==> src/rtl/core/bpsc_pkg.sv <==
// Shared types and constants of the transcript best-prefix scorer.
// Used by every module of the block; depends on nothing else.
package bpsc_pkg;

  // Longest transcript tracked; positions and counts saturate against it.
  localparam int MAX_LEN = 65536;
  localparam int IDX_W   = 16;
  localparam int CNT_W   = 17;
  localparam int COEF_W  = 11;

  localparam logic [IDX_W-1:0] IDX_LIMIT = IDX_W'(MAX_LEN - 1);
  localparam logic [CNT_W-1:0] CNT_LIMIT = CNT_W'(MAX_LEN);

  localparam logic signed [31:0] SCORE_HI_LIMIT = 32'sh7fff_ffff;
  localparam logic signed [31:0] SCORE_LO_LIMIT = 32'sh8000_0000;

  // Transcript symbol codes.
  localparam logic [1:0] SYM_MATCH    = 2'd0;
  localparam logic [1:0] SYM_MISMATCH = 2'd1;
  localparam logic [1:0] SYM_INSERT   = 2'd2;
  localparam logic [1:0] SYM_DELETE   = 2'd3;

  // Configuration register indexes.
  localparam logic [1:0] REG_MATCH    = 2'd0;
  localparam logic [1:0] REG_MISMATCH = 2'd1;
  localparam logic [1:0] REG_GAP_OPEN = 2'd2;
  localparam logic [1:0] REG_GAP_EXT  = 2'd3;

  // Scoring coefficients, all two's complement.
  typedef struct packed {
    logic signed [COEF_W-1:0] match_score;
    logic signed [COEF_W-1:0] mismatch_score;
    logic signed [COEF_W-1:0] gap_open_score;
    logic signed [COEF_W-1:0] gap_extend_score;
  } cfg_t;

  // One reported result item.
  typedef struct packed {
    logic              found;
    logic [CNT_W-1:0]  best_subject_count;
    logic [CNT_W-1:0]  best_query_count;
    logic [IDX_W-1:0]  best_position;
    logic signed [31:0] best_score;
  } result_t;

endpackage

==> src/rtl/core/transcript_best_prefix_scorer_unit.sv <==
// Top level of the transcript best-prefix scorer: stream ports, input
// register, coefficient registers. Depends on bpsc_pkg, bpsc_score_core
// and bpsc_out_buf.
//
// The block scans an edit transcript one symbol per item and, on the item
// marked tlast, emits one result item with the best prefix score and where
// it was reached. It accepts one symbol every clock cycle unless s_tready is
// low. An item sits in the input register while the score update (a 33-bit
// saturating add and a signed compare against the best score) runs on it;
// a last symbol's result item enters the result queue as it leaves the input
// register. Results wait in a two-entry queue; s_tready drops only while the
// input register holds a last symbol and both queue entries are occupied.
// Coefficients must be written through cfg_we, cfg_index and cfg_data only
// while no transcript is in flight; the block itself does not enforce it.
module transcript_best_prefix_scorer_unit
  import bpsc_pkg::*;
(
  input  logic              clk,
  input  logic              rst,
  // Slave side: tdata holds symbol in [1:0]; bits above are zero.
  input  logic              s_tvalid,
  output logic              s_tready,
  input  logic [7:0]        s_tdata,
  input  logic              s_tlast,
  // Master side: tdata holds best_score [31:0], best_position [47:32],
  // best_query_count [64:48], best_subject_count [81:65], zeros above.
  output logic              m_tvalid,
  input  logic              m_tready,
  output logic [87:0]       m_tdata,
  // tuser holds found in bit 0.
  output logic              m_tuser,
  // Coefficient write port.
  input  logic              cfg_we,
  input  logic [1:0]        cfg_index,
  input  logic [COEF_W-1:0] cfg_data
);

  cfg_t       cfg;
  logic       in_valid;
  logic [1:0] in_sym;
  logic       in_last;
  logic       advance;
  logic       buf_full;
  result_t    core_res;
  result_t    head;

  // Coefficient registers.
  always_ff @(posedge clk) begin
    if (rst) begin
      cfg.match_score      <= 11'sd1;
      cfg.mismatch_score   <= -11'sd1;
      cfg.gap_open_score   <= -11'sd2;
      cfg.gap_extend_score <= -11'sd1;
    end else if (cfg_we) begin
      case (cfg_index)
        REG_MATCH:    cfg.match_score      <= cfg_data;
        REG_MISMATCH: cfg.mismatch_score   <= cfg_data;
        REG_GAP_OPEN: cfg.gap_open_score   <= cfg_data;
        REG_GAP_EXT:  cfg.gap_extend_score <= cfg_data;
        default: ;
      endcase
    end
  end

  // Input register; it moves on unless a last item finds the queue full.
  assign advance  = in_valid && (!in_last || !buf_full);
  assign s_tready = !in_valid || advance;

  always_ff @(posedge clk) begin
    if (rst) begin
      in_valid <= 1'b0;
    end else if (s_tready) begin
      in_valid <= s_tvalid;
    end
  end

  always_ff @(posedge clk) begin
    if (s_tready && s_tvalid) begin
      in_sym  <= s_tdata[1:0];
      in_last <= s_tlast;
    end
  end

  bpsc_score_core u_core (
    .clk  (clk),
    .rst  (rst),
    .go   (advance),
    .sym  (in_sym),
    .last (in_last),
    .cfg  (cfg),
    .res  (core_res)
  );

  bpsc_out_buf u_out (
    .clk        (clk),
    .rst        (rst),
    .push       (advance && in_last),
    .push_data  (core_res),
    .full       (buf_full),
    .head_valid (m_tvalid),
    .head_data  (head),
    .pop_ready  (m_tready)
  );

  // Output packing.
  assign m_tdata = {6'd0, head.best_subject_count, head.best_query_count,
                    head.best_position, head.best_score};
  assign m_tuser = head.found;

endmodule

==> src/rtl/core/bpsc_score_core.sv <==
// Running affine-gap score and best-prefix record of the scorer.
// Depends on bpsc_pkg for the coefficient and result types.
module bpsc_score_core
  import bpsc_pkg::*;
(
  input  logic       clk,
  input  logic       rst,
  input  logic       go,
  input  logic [1:0] sym,
  input  logic       last,
  input  cfg_t       cfg,
  output result_t    res
);

  logic signed [31:0] running_score;
  logic signed [31:0] best_score_reg;
  logic [IDX_W-1:0]   symbol_index;
  logic [IDX_W-1:0]   best_index;
  logic [CNT_W-1:0]   query_count;
  logic [CNT_W-1:0]   subject_count;
  logic [CNT_W-1:0]   best_query;
  logic [CNT_W-1:0]   best_subject;
  logic [1:0]         previous_symbol;
  logic               found_flag;

  logic               is_gap;
  logic               open_en;
  logic signed [11:0] ext12;
  logic signed [11:0] open12;
  logic signed [11:0] inc;
  logic signed [32:0] sum;
  logic signed [31:0] score_next;
  logic [CNT_W-1:0]   query_count_next;
  logic [CNT_W-1:0]   subject_count_next;
  logic [IDX_W-1:0]   symbol_index_next;
  logic               hit;

  // Score increment for this symbol, gap open only on a change of symbol.
  always_comb begin
    is_gap  = (sym == SYM_INSERT) || (sym == SYM_DELETE);
    open_en = is_gap && (symbol_index != '0) && (previous_symbol != sym);
    ext12   = {cfg.gap_extend_score[COEF_W-1], cfg.gap_extend_score};
    open12  = open_en ? {cfg.gap_open_score[COEF_W-1], cfg.gap_open_score} : 12'sd0;
    case (sym)
      SYM_MATCH:    inc = {cfg.match_score[COEF_W-1], cfg.match_score};
      SYM_MISMATCH: inc = {cfg.mismatch_score[COEF_W-1], cfg.mismatch_score};
      default:      inc = ext12 + open12;
    endcase
  end

  // Saturating add to the running score, then the best-so-far compare.
  always_comb begin
    sum = {running_score[31], running_score} + {{21{inc[11]}}, inc};
    if (sum[32] != sum[31]) begin
      score_next = sum[32] ? SCORE_LO_LIMIT : SCORE_HI_LIMIT;
    end else begin
      score_next = sum[31:0];
    end
    hit = (score_next >= best_score_reg);
  end

  // Position and consumed-length counters, each held at its limit.
  always_comb begin
    query_count_next   = query_count;
    subject_count_next = subject_count;
    if (sym != SYM_INSERT && query_count < CNT_LIMIT) begin
      query_count_next = query_count + 1'b1;
    end
    if (sym != SYM_DELETE && subject_count < CNT_LIMIT) begin
      subject_count_next = subject_count + 1'b1;
    end
    symbol_index_next = (symbol_index < IDX_LIMIT) ? symbol_index + 1'b1 : symbol_index;
  end

  // Record as it stands after this symbol; valid as a result on a last item.
  always_comb begin
    res.best_score         = hit ? score_next : best_score_reg;
    res.best_position      = hit ? symbol_index : best_index;
    res.best_query_count   = hit ? query_count_next : best_query;
    res.best_subject_count = hit ? subject_count_next : best_subject;
    res.found              = hit | found_flag;
  end

  // Scan state; a last item returns everything to zero.
  always_ff @(posedge clk) begin
    if (rst || (go && last)) begin
      running_score   <= '0;
      best_score_reg  <= '0;
      symbol_index    <= '0;
      best_index      <= '0;
      query_count     <= '0;
      subject_count   <= '0;
      best_query      <= '0;
      best_subject    <= '0;
      previous_symbol <= '0;
      found_flag      <= 1'b0;
    end else if (go) begin
      running_score   <= score_next;
      symbol_index    <= symbol_index_next;
      query_count     <= query_count_next;
      subject_count   <= subject_count_next;
      previous_symbol <= sym;
      if (hit) begin
        best_score_reg <= score_next;
        best_index     <= symbol_index;
        best_query     <= query_count_next;
        best_subject   <= subject_count_next;
        found_flag     <= 1'b1;
      end
    end
  end

  // The best score starts each transcript at zero and only rises until it ends.
  a_best_nonneg: assert property (@(posedge clk) disable iff (rst)
    best_score_reg >= 0)
    else $error("best score went negative");

  // Without a record every recorded field is still zero.
  a_empty_record: assert property (@(posedge clk) disable iff (rst)
    !found_flag |-> (best_score_reg == 0 && best_query == '0 && best_subject == '0
                     && best_index == '0))
    else $error("record fields set without a found prefix");

  // Counters never pass the transcript length limit.
  a_count_limit: assert property (@(posedge clk) disable iff (rst)
    (query_count <= CNT_LIMIT) && (subject_count <= CNT_LIMIT))
    else $error("consumed-length counter past its limit");

endmodule

==> src/rtl/core/bpsc_out_buf.sv <==
// Two-entry result queue that decouples the scorer from the output stream.
// Depends on bpsc_pkg for the result type.
module bpsc_out_buf
  import bpsc_pkg::*;
(
  input  logic    clk,
  input  logic    rst,
  input  logic    push,
  input  result_t push_data,
  output logic    full,
  output logic    head_valid,
  output result_t head_data,
  input  logic    pop_ready
);

  logic    v0;
  logic    v1;
  result_t data0;
  result_t data1;
  logic    pop;

  assign pop        = v0 && pop_ready;
  assign full       = v1;
  assign head_valid = v0;
  assign head_data  = data0;

  // Occupancy flags.
  always_ff @(posedge clk) begin
    if (rst) begin
      v0 <= 1'b0;
      v1 <= 1'b0;
    end else if (pop && push) begin
      v0 <= 1'b1;
    end else if (pop) begin
      v0 <= v1;
      v1 <= 1'b0;
    end else if (push) begin
      v0 <= 1'b1;
      v1 <= v0;
    end
  end

  // Result storage, shifted toward the head on a pop.
  always_ff @(posedge clk) begin
    if (pop) begin
      data0 <= v1 ? data1 : push_data;
      if (push && v1) begin
        data1 <= push_data;
      end
    end else if (push) begin
      if (!v0) begin
        data0 <= push_data;
      end else begin
        data1 <= push_data;
      end
    end
  end

  // The spare slot is only ever used behind an occupied head.
  a_order: assert property (@(posedge clk) disable iff (rst)
    v1 |-> v0)
    else $error("second result slot filled with an empty head");

  // A waiting head result is not lost until it is taken.
  a_hold: assert property (@(posedge clk) disable iff (rst)
    (v0 && !pop_ready) |=> (v0 && $stable(data0)))
    else $error("head result changed while stalled");

endmodule

==> config.mk <==
export PLATFORM = sky130hd
export DESIGN_NAME = transcript_best_prefix_scorer_unit
export DESIGN_NICKNAME = d
export VERILOG_FILES = /design/src/rtl/core/bpsc_pkg.sv /design/src/rtl/core/transcript_best_prefix_scorer_unit.sv /design/src/rtl/core/bpsc_score_core.sv /design/src/rtl/core/bpsc_out_buf.sv
export SDC_FILE = /design/constraint.sdc
export NUM_CORES = 1
export LEC_CHECK = 0
export ABC_AREA = 0
export BUFFER_PORTS_ARGS = -buffer_cell sky130_fd_sc_hd__buf_2
export CELL_PAD_IN_SITES_DETAIL_PLACEMENT = 1
export CELL_PAD_IN_SITES_GLOBAL_PLACEMENT = 1
export CORE_MARGIN = 4
export CORE_UTILIZATION = 44
export DETAILED_ROUTE_END_ITERATION = 12
export GPL_TIMING_DRIVEN = 0
export PLACE_DENSITY_LB_ADDON = 0.1
export SYNTH_ARGS = -nofsm -noshare
export SYNTH_HDL_FRONTEND = slang
export SYNTH_HIERARCHICAL = 1
export SYNTH_SLANG_ARGS = --single-unit
==> constraint.sdc <==
create_clock -name clk -period 8.2 [get_ports clk]
set_input_delay 0.82 -clock clk [delete_from_list [all_inputs] [get_ports clk]]
set_output_delay 0.82 -clock clk [all_outputs]
set_load 0.02 [all_outputs]
==> impl_results.md, run 1 <==
* Status: finished, final reports clean
* Core area at around 44000 µm²
* Full die area at 47900 µm²
* Peak Freq at between 100 and 150 MHz
* CP max stage delay at ~400 ps
* Fillers at 4702
* CP Launch Point: u_core/symbol_index[0]
* Mapped cell area at approximately 20000 µm²
* Final hold vios at 0
* Vias in the first global route at approximately 15000
* Crit path max fanout at 10
* EDFF count, synth at between 150 and 200
* Gate Count Post-Synth at ~1800
* Worst-Margin Slew at 1210 ps
* Routed Antenna Nets at 0
* First-pass GRT wire length at 83.6 mm
* Pleak at 9.88 nW
* Tmin final at roughly 8000 ps
* Diode count at 0
* Primary FF master, synth: dfxtp_1
* DR WL/cell at roughly 21 µm
* Max-cap violations at 0
* Avg Inst Size Synth at 10.6 µm²
* Clock-pin slew on the worst setup and hold paths at 60 ps
* Total power draw at a little over 9 mW
* Complex-gate fraction of the synthesized area at 0.122
* Critical path's slowest cell: a2111o_1
* Detailed Place HPWL at approximately 38 mm
* WP data required at 8510 ps
* Mux share of post-synthesis cell area at 0.128
* RSZ-0062 raised after global routing: yes
* Final worst slack at approximately 88 ps
* RR Startpoint: u_core/symbol_index[0]
* Multi-input gate area at between 10000 and 15000 µm²
* Total CTS buffers at 43
* Post-Synth Adder-Cell Area at 0.0526
* DRC at 0
* Crit Path Class: reg2reg
* Clk_lat worst skew at roughly 570 ps
* Layout Cells excl Fill at approximately 2700
* Most frequent cells in the layout: dfxtp_1, nand2_1, edfxtp_1
* Nets at 2190
* Worst Reg-to-Reg Cells at 41
* Final setup skew at 22.7 ps
* Startpoint types: register
* Worst hold path startpoint: s_tdata[1]
* Largest net degree at the start of global routing at 36
* Post-Synth Simple-Gate Area at 0.129
* Synthesized flop and latch total at roughly 380
* Yosys cell types at between 70 and 80
* Area grow syn2layout at 25.2%
* Root Driver: clkbuf_16
* Initial antenna violation count at 1
* Total global routing overflow at 0
* GPL Wtd Cong at about 0.83
* TritonRoute pass-1 iters at 5
* Initial DRC count at around 550
* Maximum clock path buffer count at 3
* Final core occ at 0.563
* Drt via density at 5.42
* Crit share post-route at 0.989
* Most common cell after layout, fill and taps aside: dfxtp_1
* Rel. slew slack at 0.190
* I/O pins at between 100 and 150
* Async set-or-reset flop fraction in the synthesized netlist at 0
* Critical Path AT at between 8000 and 9000 ps
* GRT Util Overall at 0.219
* Post-place setup slack at -2460 ps
* Clock Sinks at ~380
* Register area share after synthesis at 0.478
* Sequential Area at between 9000 and 10000 µm²
* Power Dens Cells at roughly 380 nW/µm²
* Initial core utilization at 0.449
* I/O Buffers at about 110
* Largest family of logic cells by synthesized area: simple AND/OR/NAND/NOR gates
* Synth warn at 6
* Num rows at between 70 and 80
* Max-slew violations at 0
* Die extent in x at between 200 and 250 µm
* Synth Area in XOR/XNOR at 0.0475
* Drt total wl at between 50 and 60 mm
* Vias post-DR at around 15000
* H-tree Lvls at 2
* Ratio of cells with drive above 1 in the final layout at 0.300
* Setup Viol. Count Final at 0
* Die Y at about 220 µm
* Dpl cells at ~2500
* CTS tree: done
* Hold/Removal Path Class: in2reg
* Worst VDD drop at between 0.2 and 0.25 mV
* Worst hold path depth at 1
* Setup crit end kind: register
## layer usage
metal	up-vias	GRT usage	routed length [µm]
met2	207	0.394	28600
met4	2	0.0453	1280
met5	-	0	12
li1	7025	-	-
met1	7311	0.279	24200
met3	90	0.0335	1720
## critical path, delay by kind of cell (launching register included)
kind | cells | cell delay [ps]
compound gates | 14 | 2190
simple gates | 10 | 1760
buf+inv | 9 | 1370
fa+ha+maj | 4 | 1050
mux | 3 | 930
flops | 1 | 350
xor+xnor | 1 | 150
## where the power goes
part,internal (mW),leakage [nW],switching [mW]
logic,2.40,5.90,2.62
registers,2.32,3.31,0.0948
clock network,1.10,0.665,0.794
## synthesized netlist by cell type, types with 8 or more instances
cell / n / share of area
nor2b_1: 13 / 0.0042
xnor2_1: 38 / 0.017
nand2_1: 201 / 0.039
a21oi_2: 16 / 0.0072
inv_1: 63 / 0.012
mux2i_1: 67 / 0.034
buf_6: 15 / 0.0086
buf_4: 12 / 0.0046
o2bb2ai_2: 8 / 0.0061
buf_2: 27 / 0.0069
a31oi_1: 12 / 0.0038
a21o_1: 14 / 0.0054
mux2_4: 70 / 0.054
o21ai_1: 14 / 0.0036
and3_1: 20 / 0.0064
mux2_2: 70 / 0.040
a211oi_1: 17 / 0.0065
o211ai_1: 10 / 0.0038
nor3_1: 14 / 0.0036
clkbuf_1: 47 / 0.0090
edfxtp_1: 169 / 0.26
nand2b_1: 35 / 0.011
nor2_1: 171 / 0.033
a22o_1: 51 / 0.023
o21ai_0: 52 / 0.013
ha_1: 79 / 0.051
or3_1: 8 / 0.0026
nand3_1: 25 / 0.0064
xor2_1: 68 / 0.030
a21oi_1: 114 / 0.029
dfxtp_1: 214 / 0.22
nand4_1: 15 / 0.0048
and2_1: 20 / 0.0064
## worst paths after layout
kind / endpoint / slack [ps]
setup / recovery: u_out/head_data[14] / 90
hold / removal: in_sym[1] / 440
setup reg to reg: u_out/head_data[14] / 90
hold reg to reg: u_core/best_index[6] / 460
## cell families (layout without fill, tap and decap cells)
family,count (synthesis),in the layout
adder cells (fa/ha/maj),81,81
AND/OR/NAND/NOR,549,549
AO/OA/AOI/OAI,352,354
other,1,6
buffers and inverters,169,428
flip-flops,383,383
multiplexers,207,207
XOR/XNOR,106,106
## final cells by class
class	count	area share
multi-input combinational	1303	0.433
sequential	383	0.382
timing repair buffer	190	0.0564
clock buffer	57	0.0477
buffer	98	0.0322
tap	585	0.0299
inverter	63	0.00996
clock inverter	20	0.00832
## stage by stage
step / area [µm²] / hold WS (ps) / TNS, ps
floorplan: 19600 / 431 / 0
global placement: 20800 / 438 / -610030
detailed placement: 20900 / 445 / -481400
CTS: 23200 / 405 / 0
global route: 24500 / 418 / -10720
finish: 24500 / 441 / 0
## what timing repair did
| action | 4_1_cts | 5_1_grt |
|---|---|---|
| gates resized for setup | 143 | 192 |
| setup buffers | 21 | 55 |
| setup endpoints to repair | 249 | 249 |
| hold buffers | 0 | 0 |
| cloned | 3 | 4 |
| pin swaps | 35 | 67 |
Note: power is estimated with default switching activity, not from simulation.
==> inputs of run 2 (changes only) <==
--- a/config.mk
+++ b/config.mk
@@ -7,7 +7,7 @@
 export LEC_CHECK = 0
 export ABC_AREA = 0
 export BUFFER_PORTS_ARGS = -buffer_cell sky130_fd_sc_hd__buf_2
-export CELL_PAD_IN_SITES_DETAIL_PLACEMENT = 1
+export CELL_PAD_IN_SITES_DETAIL_PLACEMENT = 0
 export CELL_PAD_IN_SITES_GLOBAL_PLACEMENT = 1
 export CORE_MARGIN = 4
 export CORE_UTILIZATION = 44
==> run 2 against run 1 <==
Net effect:
- die area did not move
- the flow now finishes with violations (capacitance limit, slew limit)
- sequential cell count did not move
- register-to-register slack better by 190 ps
- critical path type unchanged
- routed wire length shrank 11%
==> impl_results.md, run 2 (synthesis results as in run 1) <==
* Crit share post-route at 0.966 (-0.0229)
* Startpoint types: register
* Most common cell after layout, fill and taps aside: dfxtp_1
* Diode count at 0 (unchanged)
* I/O pins at 118 (unchanged)
* Violated checks: capacitance limit, slew limit
* Largest net degree at the start of global routing at 36 (unchanged)
* Peak Freq at 126 MHz (+2.4%)
* H-tree Lvls at 2 (unchanged)
* DRC at 0 (unchanged)
* Max-cap violations at 1 (+1)
* Ratio of cells with drive above 1 in the final layout at 0.279 (-0.0206)
* Tmin final at 7920 ps (-188 ps)
* Core area at 43600 µm² (unchanged)
* Total power draw at 8.56 mW (-8.3%)
* Initial core utilization at 0.449 (unchanged)
* Fillers at 3911 (-17%)
* Clock-pin slew on the worst setup and hold paths at 60 ps (about the same)
* Setup crit end kind: register
* WP data required at 8510 ps (about the same)
* Initial DRC count at 749 (+36%)
* Hold_buf cts at 0 (unchanged)
* Routed Antenna Nets at 0 (unchanged)
* Nets at 2182 (-0.37%)
* Die Y at 219 µm (unchanged)
* Worst-Margin Slew at 1500 ps (+294 ps)
* Total CTS buffers at 43 (unchanged)
* First-pass GRT wire length at 75.8 mm (-9.3%)
* Final hold vios at 0 (unchanged)
* CP max stage delay at 360 ps (-40 ps)
* Final setup skew at 18.8 ps (-3.91 ps)
* Most frequent cell on the critical path: buf_4
* Full die area at 47900 µm² (unchanged)
* Final worst slack at 276 ps (+188 ps)
* Num rows at 76 (unchanged)
* Setup TNS Final at 0 ps (unchanged)
* Clock Sinks at 383 (unchanged)
* GPL Wtd Cong at 0.827 (unchanged)
* Post-place setup slack at -2400 ps (+53.4 ps)
* Drt total wl at 49.5 mm (-11%)
* Vias post-DR at 14100 (-4.0%)
* Detailed Place HPWL at 34.9 mm (-8.5%)
* Vias in the first global route at 13800 (-8.8%)
* I/O Buffers at 105 (unchanged)
* Worst VDD drop at 0.221 mV (-5.5%)
* DR WL/cell at 18.4 µm (-11%)
* Root Driver: clkbuf_16
* Crit Path Class: reg2reg
* TritonRoute pass-1 iters at 5 (unchanged)
* Crit path max fanout at 8 (-2)
* CTS tree: done
* Most frequent cells in the layout: dfxtp_1, nand2_1, edfxtp_1
* Total global routing overflow at 0 (unchanged)
* Hold/Removal Path Class: in2reg
* Power Dens Cells at 357 nW/µm² (-6.3%)
* Setup Viol. Count Final at 0 (unchanged)
* Pleak at 9.71 nW (-1.7%)
* Max-slew violations at 6 (+6)
* Area grow syn2layout at 22.6%
* GRT Util Overall at 0.199 (-0.0194)
* Critical Path AT at 8230 ps (-190 ps)
* Maximum clock path buffer count at 3 (unchanged)
* Clk_lat worst skew at 570 ps (about the same)
* Die extent in x at 219 µm (unchanged)
* Status: finished with violations
* Critical path's slowest cell: dfxtp_4
* Drt via density at 5.22 (-3.8%)
* Initial antenna violation count at 0 (-1)
* Rel. slew slack at -0.00690 (-0.197)
-- run 2: changes by cell type in the layout (fill, tap and decap cells not counted), sizes merged --
| cell | change |
|---|---|
| buf | -3 |
| clkinv | -3 |
| bufinv | +2 |
| clkbuf | -2 |
| clkinvlp | -1 |
| inv | +1 |
| o21ai | +1 |
-- run 2: power breakdown --
part	leakage (nW)	total [mW]	switching, mW	internal, mW
Sequential	3.31	2.41	0.0889	2.32
Combinational	5.70	4.19	2.26	1.93
Clock	0.694	1.96	0.775	1.18
-- run 2: worst max-delay path, delay by kind of cell (launching register included) --
kind / cells / cell delay (ps)
and+or+nand+nor: 12 / 1610
AOI/OAI and AO/OA: 10 / 1710
xor gates and xnor gates: 1 / 290
adders and majority gates: 5 / 1350
muxes: 3 / 930
DFF: 1 / 360
buffers and inverters: 12 / 1370
-- run 2: final timing paths --
check / start / end / slack [ps] / depth (start not counted)
worst max-delay path: u_core/symbol_index[0] / u_out/head_data[9] / 280 / 43
worst min-delay path: s_tdata[0] / in_sym[0] / 440 / 1
worst max register to register: u_core/symbol_index[0] / u_out/head_data[9] / 280 / 43
worst min register to register: u_core/best_query[6] / u_core/best_query[6] / 450 / 2
-- run 2: final cells by class --
cell class / instances / area (µm²) / share of cell area
clock buffer: 61 / 1200 / 0.0503
timing repair buffer: 178 / 1230 / 0.0515
tap: 585 / 732 / 0.0305
sequential: 383 / 9360 / 0.391
multi-input combinational: 1304 / 10200 / 0.427
inverter: 63 / 236 / 0.00986
clock inverter: 19 / 236 / 0.00986
buffer: 101 / 727 / 0.0303
-- run 2: what timing repair did --
action | CTS | global route
setup buffers | 30 | 38
resized for setup | 122 | 116
endpoints found under the setup margin | 249 | 248
cloned | 2 | 3
pin swaps | 29 | 46
-- run 2: metal layers --
| layer | up-vias | global-route usage | wire, µm |
|---|---|---|---|
| met4 | 0 | 0.0453 | 871 |
| met1 | 6742 | 0.267 | 22900 |
| met5 | - | 0 | 0 |
| met2 | 231 | 0.343 | 24100 |
| met3 | 59 | 0.0298 | 1640 |
| li1 | 7022 | - | - |
-- run 2: per-stage QoR --
step	instance area (µm²)	hold WS, ps	std cells	utilization
after floorplan	19600	431	1853	-
after global placement	20800	438	2543	0.479
after detailed placement	20900	443	2547	0.481
after CTS	23200	404	2659	0.533
after global routing	24000	415	2694	0.551
final	24000	442	2694	0.551
